`config.mk`:
```
export PLATFORM = sky130hd
export DESIGN_NAME = bap_message_segmenter_unit
export DESIGN_NICKNAME = d
export VERILOG_FILES = /design/src/hdl/bms_pkg.sv /design/src/hdl/bms_seg_core.sv /design/src/hdl/bms_out_stage.sv /design/src/hdl/bap_message_segmenter_unit.sv
export SDC_FILE = /design/constraint.sdc
export NUM_CORES = 1
export LEC_CHECK = 0
export ABC_AREA = 1
export BUFFER_PORTS_ARGS = -buffer_cell sky130_fd_sc_hd__clkbuf_2
export CORE_MARGIN = 5
export CORE_UTILIZATION = 40
export CTS_BUF_LIST = sky130_fd_sc_hd__clkbuf_8 sky130_fd_sc_hd__clkbuf_16
export DETAILED_ROUTE_END_ITERATION = 6
export SYNTH_ARGS = -nofsm -noshare
export SYNTH_HDL_FRONTEND = slang
export SYNTH_SLANG_ARGS = --single-unit
```
`constraint.sdc`:
```
create_clock -name i_clk -period 3.5 [get_ports i_clk]
set_input_delay 0.35 -clock i_clk [delete_from_list [all_inputs] [get_ports i_clk]]
set_output_delay 0.35 -clock i_clk [all_outputs]
set_load 0.005 [all_outputs]
```
`src/hdl/bms_pkg.sv`:
```
// Shared types and constants for the message segmenter.
// No dependencies; imported by every module of the block.
package bms_pkg;

    localparam logic       K_CMD_START  = 1'b0;
    localparam logic       K_CMD_DATA   = 1'b1;
    localparam logic [7:0] K_START_FLAG = 8'h80;
    localparam logic [7:0] K_CONT_FLAG  = 8'hC0;
    localparam logic [10:0] K_ID_RESET  = 11'h6FD;
    localparam logic [3:0] K_HDR_LEN    = 4'd2;
    localparam logic [3:0] K_FULL_LEN   = 4'd8;
    localparam logic [11:0] K_SHORT_MAX = 12'd6;
    localparam logic [11:0] K_START_DATA = 12'd4;
    localparam logic [2:0] K_CONT_DATA  = 3'd7;

    typedef struct packed {
        logic [10:0]     frame_id;
        logic [3:0]      frame_len;
        logic [7:0][7:0] bytes;
        logic            last_frame;
    } t_frame;

endpackage

```
`src/hdl/bms_seg_core.sv`:
```
// Message state and frame assembly for the segmenter.
// Depends on bms_pkg; feeds the result register in bms_out_stage.
module bms_seg_core (
    input  logic            i_clk,
    input  logic            i_rst_n,
    input  logic            i_take,
    input  logic            i_cmd,
    input  logic [2:0]      i_opcode,
    input  logic [5:0]      i_unit_id,
    input  logic [5:0]      i_function_id,
    input  logic [11:0]     i_msg_len,
    input  logic [7:0]      i_data_byte,
    input  logic [10:0]     i_frame_id,
    output logic            o_emit,
    output bms_pkg::t_frame o_frame
);
    import bms_pkg::*;

    logic        r_busy;
    logic [2:0]  r_opcode;
    logic [5:0]  r_unit;
    logic [5:0]  r_function;
    logic [11:0] r_total;
    logic [11:0] r_taken;
    logic [7:0]  r_buf [0:6];
    logic [2:0]  r_fill;
    logic [3:0]  r_seq;

    logic        n_busy;
    logic [11:0] n_taken;
    logic [2:0]  n_fill;
    logic [3:0]  n_seq;

    logic [2:0]      idx;
    logic [2:0]      fill_inc;
    logic [7:0]      buf_next [0:6];
    logic [7:0]      h0;
    logic [7:0]      h1;
    logic [7:0][7:0] raw;
    logic [3:0]      len;
    logic            last;
    logic            emit;
    logic            take_data;

    assign take_data = i_take && (i_cmd == K_CMD_DATA) && r_busy;
    assign idx       = (r_fill == K_CONT_DATA) ? 3'd0 : r_fill;
    assign fill_inc  = idx + 3'd1;

    always_comb begin
        for (int i = 0; i < 7; i++) begin
            buf_next[i] = (3'(i) == idx) ? i_data_byte : r_buf[i];
        end
    end

    always_comb begin
        n_busy  = r_busy;
        n_taken = r_taken;
        n_fill  = r_fill;
        n_seq   = r_seq;
        emit    = 1'b0;
        last    = 1'b0;
        len     = K_HDR_LEN;
        raw     = '0;
        h0      = {1'b0, r_opcode, r_unit[5:2]};
        h1      = {r_unit[1:0], r_function};
        if (i_take && (i_cmd == K_CMD_START)) begin
            n_taken = '0;
            n_fill  = '0;
            n_seq   = '0;
            n_busy  = (i_msg_len != 12'd0);
            h0      = {1'b0, i_opcode, i_unit_id[5:2]};
            h1      = {i_unit_id[1:0], i_function_id};
            raw[0]  = h0;
            raw[1]  = h1;
            emit    = (i_msg_len == 12'd0);
            last    = 1'b1;
        end else if (take_data) begin
            n_taken = r_taken + 12'd1;
            n_fill  = fill_inc;
            if (r_total <= K_SHORT_MAX) begin
                raw[0] = h0;
                raw[1] = h1;
                for (int i = 0; i < 6; i++) begin
                    raw[i + 2] = buf_next[i];
                end
                len  = 4'(r_total[2:0]) + K_HDR_LEN;
                last = 1'b1;
                if (n_taken == r_total) begin
                    emit   = 1'b1;
                    n_busy = 1'b0;
                    n_fill = '0;
                end
            end else if (n_taken <= K_START_DATA) begin
                raw[0] = K_START_FLAG | {4'b0, r_total[11:8]};
                raw[1] = r_total[7:0];
                raw[2] = h0;
                raw[3] = h1;
                for (int i = 0; i < 4; i++) begin
                    raw[i + 4] = buf_next[i];
                end
                len = K_FULL_LEN;
                if (n_taken == K_START_DATA) begin
                    emit   = 1'b1;
                    n_fill = '0;
                end
            end else begin
                raw[0] = K_CONT_FLAG | {4'b0, r_seq};
                for (int i = 0; i < 7; i++) begin
                    raw[i + 1] = buf_next[i];
                end
                len  = {1'b0, fill_inc} + 4'd1;
                last = (n_taken == r_total);
                if ((fill_inc == K_CONT_DATA) || last) begin
                    emit   = 1'b1;
                    n_seq  = r_seq + 4'd1;
                    n_fill = '0;
                    if (last) begin
                        n_busy = 1'b0;
                    end
                end
            end
        end
    end

    always_comb begin
        o_frame.frame_id   = i_frame_id;
        o_frame.frame_len  = len;
        o_frame.last_frame = last;
        for (int i = 0; i < 8; i++) begin
            o_frame.bytes[i] = (4'(i) < len) ? raw[i] : 8'd0;
        end
    end

    assign o_emit = emit;

    always_ff @(posedge i_clk) begin
        if (!i_rst_n) begin
            r_busy  <= 1'b0;
            r_taken <= '0;
            r_fill  <= '0;
            r_seq   <= '0;
            r_total <= '0;
        end else begin
            r_busy  <= n_busy;
            r_taken <= n_taken;
            r_fill  <= n_fill;
            r_seq   <= n_seq;
            if (i_take && (i_cmd == K_CMD_START)) begin
                r_total <= i_msg_len;
            end
        end
    end

    always_ff @(posedge i_clk) begin
        if (i_take && (i_cmd == K_CMD_START)) begin
            r_opcode   <= i_opcode;
            r_unit     <= i_unit_id;
            r_function <= i_function_id;
        end
        if (take_data) begin
            r_buf[idx] <= i_data_byte;
        end
    end

`ifndef SYNTHESIS
    a_idle_empty : assert property (@(posedge i_clk) disable iff (!i_rst_n)
        !r_busy |-> (r_fill == 3'd0))
        else $error("fill count nonzero with no message open");
    a_fill_range : assert property (@(posedge i_clk) disable iff (!i_rst_n)
        r_fill != K_CONT_DATA)
        else $error("fill count reached a full continuation without emitting");
    a_taken_bound : assert property (@(posedge i_clk) disable iff (!i_rst_n)
        r_busy |-> (r_taken < r_total))
        else $error("open message already has all its bytes");
    a_len_range : assert property (@(posedge i_clk) disable iff (!i_rst_n)
        o_emit |-> ((o_frame.frame_len >= K_HDR_LEN) && (o_frame.frame_len <= K_FULL_LEN)))
        else $error("emitted frame length out of range");
`endif

endmodule

```
`src/hdl/bms_out_stage.sv`:
```
// Result register between frame assembly and the output channel.
// Depends on bms_pkg for the frame type.
module bms_out_stage (
    input  logic            i_clk,
    input  logic            i_rst_n,
    input  logic            i_load,
    input  bms_pkg::t_frame i_frame,
    input  logic            i_out_ready,
    output logic            o_space,
    output logic            o_out_valid,
    output bms_pkg::t_frame o_frame
);
    import bms_pkg::*;

    logic   r_valid;
    t_frame r_frame;

    assign o_space     = !r_valid || i_out_ready;
    assign o_out_valid = r_valid;
    assign o_frame     = r_frame;

    always_ff @(posedge i_clk) begin
        if (!i_rst_n) begin
            r_valid <= 1'b0;
        end else if (o_space) begin
            r_valid <= i_load;
        end
    end

    always_ff @(posedge i_clk) begin
        if (o_space && i_load) begin
            r_frame <= i_frame;
        end
    end

endmodule

```
`src/hdl/bap_message_segmenter_unit.sv`:
```
// Top level of the message segmenter: configuration register, assembly core,
// result register. Depends on bms_pkg, bms_seg_core and bms_out_stage.
//
// Takes one start or data beat per cycle unless stalled and emits a CAN frame
// in the cycle after the beat that completes it. Input ready falls only while
// a finished frame is held in the result register and the output side is not
// ready; the result register is the only stage between the two channels.
// Configuration beats are always accepted and take effect on the next frame.
module bap_message_segmenter_unit (
    input  logic        i_clk,
    input  logic        i_rst_n,
    input  logic        i_cfg_valid,
    output logic        o_cfg_ready,
    input  logic [10:0] i_cfg_data,
    input  logic        i_in_valid,
    output logic        o_in_ready,
    input  logic        i_cmd,
    input  logic [2:0]  i_opcode,
    input  logic [5:0]  i_unit_id,
    input  logic [5:0]  i_function_id,
    input  logic [11:0] i_msg_len,
    input  logic [7:0]  i_data_byte,
    output logic        o_out_valid,
    input  logic        i_out_ready,
    output logic [10:0] o_frame_id,
    output logic [3:0]  o_frame_len,
    output logic [7:0]  o_byte0,
    output logic [7:0]  o_byte1,
    output logic [7:0]  o_byte2,
    output logic [7:0]  o_byte3,
    output logic [7:0]  o_byte4,
    output logic [7:0]  o_byte5,
    output logic [7:0]  o_byte6,
    output logic [7:0]  o_byte7,
    output logic        o_last_frame
);
    import bms_pkg::*;

    logic [10:0] r_frame_id;
    logic        take;
    logic        emit;
    logic        space;
    t_frame      core_frame;
    t_frame      out_frame;

    assign o_cfg_ready = 1'b1;
    assign o_in_ready  = space;
    assign take        = i_in_valid && space;

    always_ff @(posedge i_clk) begin
        if (!i_rst_n) begin
            r_frame_id <= K_ID_RESET;
        end else if (i_cfg_valid) begin
            r_frame_id <= i_cfg_data;
        end
    end

    bms_seg_core u_core (
        .i_clk         (i_clk),
        .i_rst_n       (i_rst_n),
        .i_take        (take),
        .i_cmd         (i_cmd),
        .i_opcode      (i_opcode),
        .i_unit_id     (i_unit_id),
        .i_function_id (i_function_id),
        .i_msg_len     (i_msg_len),
        .i_data_byte   (i_data_byte),
        .i_frame_id    (r_frame_id),
        .o_emit        (emit),
        .o_frame       (core_frame)
    );

    bms_out_stage u_out (
        .i_clk       (i_clk),
        .i_rst_n     (i_rst_n),
        .i_load      (emit),
        .i_frame     (core_frame),
        .i_out_ready (i_out_ready),
        .o_space     (space),
        .o_out_valid (o_out_valid),
        .o_frame     (out_frame)
    );

    assign o_frame_id   = out_frame.frame_id;
    assign o_frame_len  = out_frame.frame_len;
    assign o_byte0      = out_frame.bytes[0];
    assign o_byte1      = out_frame.bytes[1];
    assign o_byte2      = out_frame.bytes[2];
    assign o_byte3      = out_frame.bytes[3];
    assign o_byte4      = out_frame.bytes[4];
    assign o_byte5      = out_frame.bytes[5];
    assign o_byte6      = out_frame.bytes[6];
    assign o_byte7      = out_frame.bytes[7];
    assign o_last_frame = out_frame.last_frame;

endmodule
```
==> metrics <==
most used routing layer in global routing=met2; Worst Setup SP=u_core.r_taken[0]$_SDFFE_PP0P_; Worst EP required=approximately 3.7 ns; WL/cell=17.5 µm; ANT nets after route=0; CTS Buf Count=17; Post-Synth XOR/XNOR Area=0.00277; post-synth top area share=0.478; vias in the first global route=between 7k and 8k; Critical Path End=u_out.o_frame[47]$_SDFFCE_PP0P_; met2 Track Usage GR=0.297; first-pass GRT wire length=between 40000 and 50000 µm; synth warn=0; Worst Hold Class=in -> reg; # IOs=around 140; initial core utilization=0.405; post-cts sizing count=0; Final Cycle Share=0.837; Final nets=~1.3k; largest cells by area after synthesis=edfxtp_1, nand2_1, dfxtp_1, o21ai_0, nor2_1; crit path DAT=slightly above 3 ns; synth unique cells=40; clock buffer depth=2; FFs w/ async S/R, synth=0; Synth Area in Simple Gates=0.220; area growth from synthesis to layout=17.8%; status=finished clean; GR Util met3=0.0366; CTS tree=done; port bufs=133; global-route met1 utilization=0.295; synthesized cell area=0.00948 mm²; Tot GR Track Use=0.200; RSZ-0062 raised after global routing=no; Slew Viols, Final=0; Iter 0 DRT Violations=825; Reg power frac=0.503; minimum hold slack=around 0.10 ns; Worst R2R End=u_out.o_frame[47]$_SDFFCE_PP0P_; power density over cell area=455 mW/mm²; Hold-fix buffers, CTS=0; pin count of the biggest net entering global routing=83; CP Capture Type=register; fraction of layout instances using a drive strength above 1=0.181; Total Power=just over 5 mW; grt total ovfl=0; CP max FO=28; complex-gate fraction of the synthesized area=0.134; Comb pwr share=0.115; Final WS setup=between 0.5 and 0.6 ns; crit start category=register; Clock Tree Root=clkbuf_16; clock tree sinks=195; Clock power frac=0.382; die span in y=164 µm; leakage power=~4.7 nW; Period minus WS final=roughly 2.9 ns; clk_lat worst skew=0.45 ns; worst r2r path cells=14; Max Clock Skew=about 0.015 ns; Routed WL=around 27000 µm; post-synth top area cell=edfxtp_1; Max Fclk=0.341 GHz; vias per cell=5.16; Max VDD drop=260 µV; Core Util, Final=0.477; antenna violations before repair=0; Reg clk slew, reported paths=0.08 ns; syn_area_per_cell=around 9 µm²; Net Count, Synth=between 1k and 1.5k; largest family of logic cells by synthesized area=simple AND/OR/NAND/NOR gates; routability cong.=about 0.93; Seq cells post-synth=about 200; switching power of the nets=between 1 and 1.5 mW; Core Region=about 0.023 mm²; worst relative slew slack=0.522; Worst-Margin Slew=0.709 ns; Initial DRT Pass Iterations=6; Critical R2R Launch=u_core.r_taken[0]$_SDFFE_PP0P_; detailed-route via count=7969; die area=0.0269 mm²; width of the die=164 µm; Seq/Total Area, Yosys=0.571; Fin. Hold Viols=0; EDFF count, synth=151; Cell Rows=56; post-synthesis mux area share=0; setup_tns=0 ns; WS Path Type=reg -> reg; Setup WS pre-CTS=roughly 0.6 ns; max cap viols=0; Post-CTS Setup Repair Bufs=0; Int Power=about 3.7 mW; adder-cell share of the synthesized area=0.0106; Final Setup Violations=0; main flop type after synthesis=edfxtp_1; htree depth=4; DRC=0; R2R setup slack=around 0.57 ns; Synth Instances=approximately 1.1k; switching fraction of total power=0.279; # diodes=0; dpl hpwl=19900 µm
## power by group through the flow
| stage | Sequential (mW) | Combinational, mW | Clock [mW] |
|---|---|---|---|
| after floorplan | 2.60 | 0.385 | 0 |
| after global placement | 2.60 | 0.575 | 0 |
| after detailed placement | 2.61 | 0.576 | 0 |
| after CTS | 2.55 | 0.579 | 1.97 |
| after global routing | 2.56 | 0.657 | 2.07 |
| final | 2.55 | 0.585 | 1.94 |
## critical path, stage by stage, from the launching register on
cell and delay (ns):
dfxtp_1 0.39, ha_1 0.23, nand2_1 0.14, nor2_2 0.19, nand2_1 0.10, nand2_1 0.13, nand2_1 0.08, nor2_2 0.19
o211ai_4 0.17, nand3_1 0.12, nand2_1 0.06, nand2_1 0.09, nand2_1 0.12, nand2_4 0.35, buf_4 0.28
## synthesized netlist by cell type, types with 3 or more instances
| master | number |
|---|---|
| ha_1 | 8 |
| buf_2 | 7 |
| a211oi_1 | 6 |
| nor3_1 | 5 |
| nand3_2 | 4 |
| clkbuf_1 | 31 |
| a21oi_1 | 74 |
| o21ai_0 | 123 |
| nand2_2 | 6 |
| inv_1 | 95 |
| a22oi_1 | 9 |
| o22ai_1 | 5 |
| edfxtp_1 | 151 |
| nor2_1 | 118 |
| nand2_1 | 264 |
| xor2_1 | 3 |
| o211ai_1 | 9 |
| nand4_1 | 13 |
| buf_4 | 4 |
| inv_2 | 5 |
| nand3_1 | 64 |
| nor4_1 | 5 |
| dfxtp_1 | 44 |
| nor2_2 | 7 |
## how the worst min path moves through the flow
stage	from	end	slack, ns	cells after the start
2_1_floorplan	r_frame_id[1]$_SDFFE_PN0P_	u_out.o_frame[70]$_DFFE_PP_	0.40	0
3_3_place_gp	r_frame_id[8]$_SDFFE_PN0P_	u_out.o_frame[77]$_DFFE_PP_	0.41	0
3_5_place_dp	r_frame_id[8]$_SDFFE_PN0P_	u_out.o_frame[77]$_DFFE_PP_	0.41	0
4_1_cts	i_function_id[3]	u_core.r_function[3]$_DFFE_PP_	0.08	1
5_1_grt	i_function_id[3]	u_core.r_function[3]$_DFFE_PP_	0.09	1
6_report	i_function_id[5]	u_core.r_function[5]$_DFFE_PP_	0.10	1
## routing by layer
layer  vias up  part of all wire
met5         -                 0
met2       314              0.44
met1      3674              0.46
li1       3937                 -
met4         0             0.027
met3        44             0.073
## kinds of logic after synthesis
kind of cell | Yosys count
AO/OA/AOI/OAI | 234
other | 1
AND/OR/NAND/NOR | 494
adder cells (fa/ha/maj) | 8
buffers and inverters | 146
XOR/XNOR | 3
flip-flops | 195
## stage by stage
step                      cells  area (µm²)
after floorplan            1081        9480
after global placement     1511       10600
after detailed placement   1511       10600
after CTS                  1543       11200
after global routing       1543       11200
final                      1543       11200
## layout make-up
class                           instances  area (µm²)
Fill cell                            2298       12200
Sequential cell                       195        5420
Multi-Input combinational cell        740        3500
Timing Repair Buffer                  156         888
Clock buffer                           17         425
Tap cell                              319         399
Inverter                              101         379
Clock inverter                         15         163
## registers in the layout (all words and copies together) (netlist names), 4 cells and up
signal / cells
u_out.o_frame: 80
u_core.r_seq: 4
u_core.r_function: 6
u_core.r_total: 12
u_core.r_unit: 6
r_frame_id: 11
u_core.r_buf: 56
u_core.r_taken: 12
## cell usage in the layout, fill, tap and decap left out, types with 19 or more instances in the layout
cell and count:
nand2_1 263, o21ai_0 123, clkbuf_2 133, edfxtp_1 151
nand3_1 64, inv_1 94, buf_4 19, a21oi_1 74
dfxtp_1 44, nor2_1 117
Power figures use the tool's default switching activity.
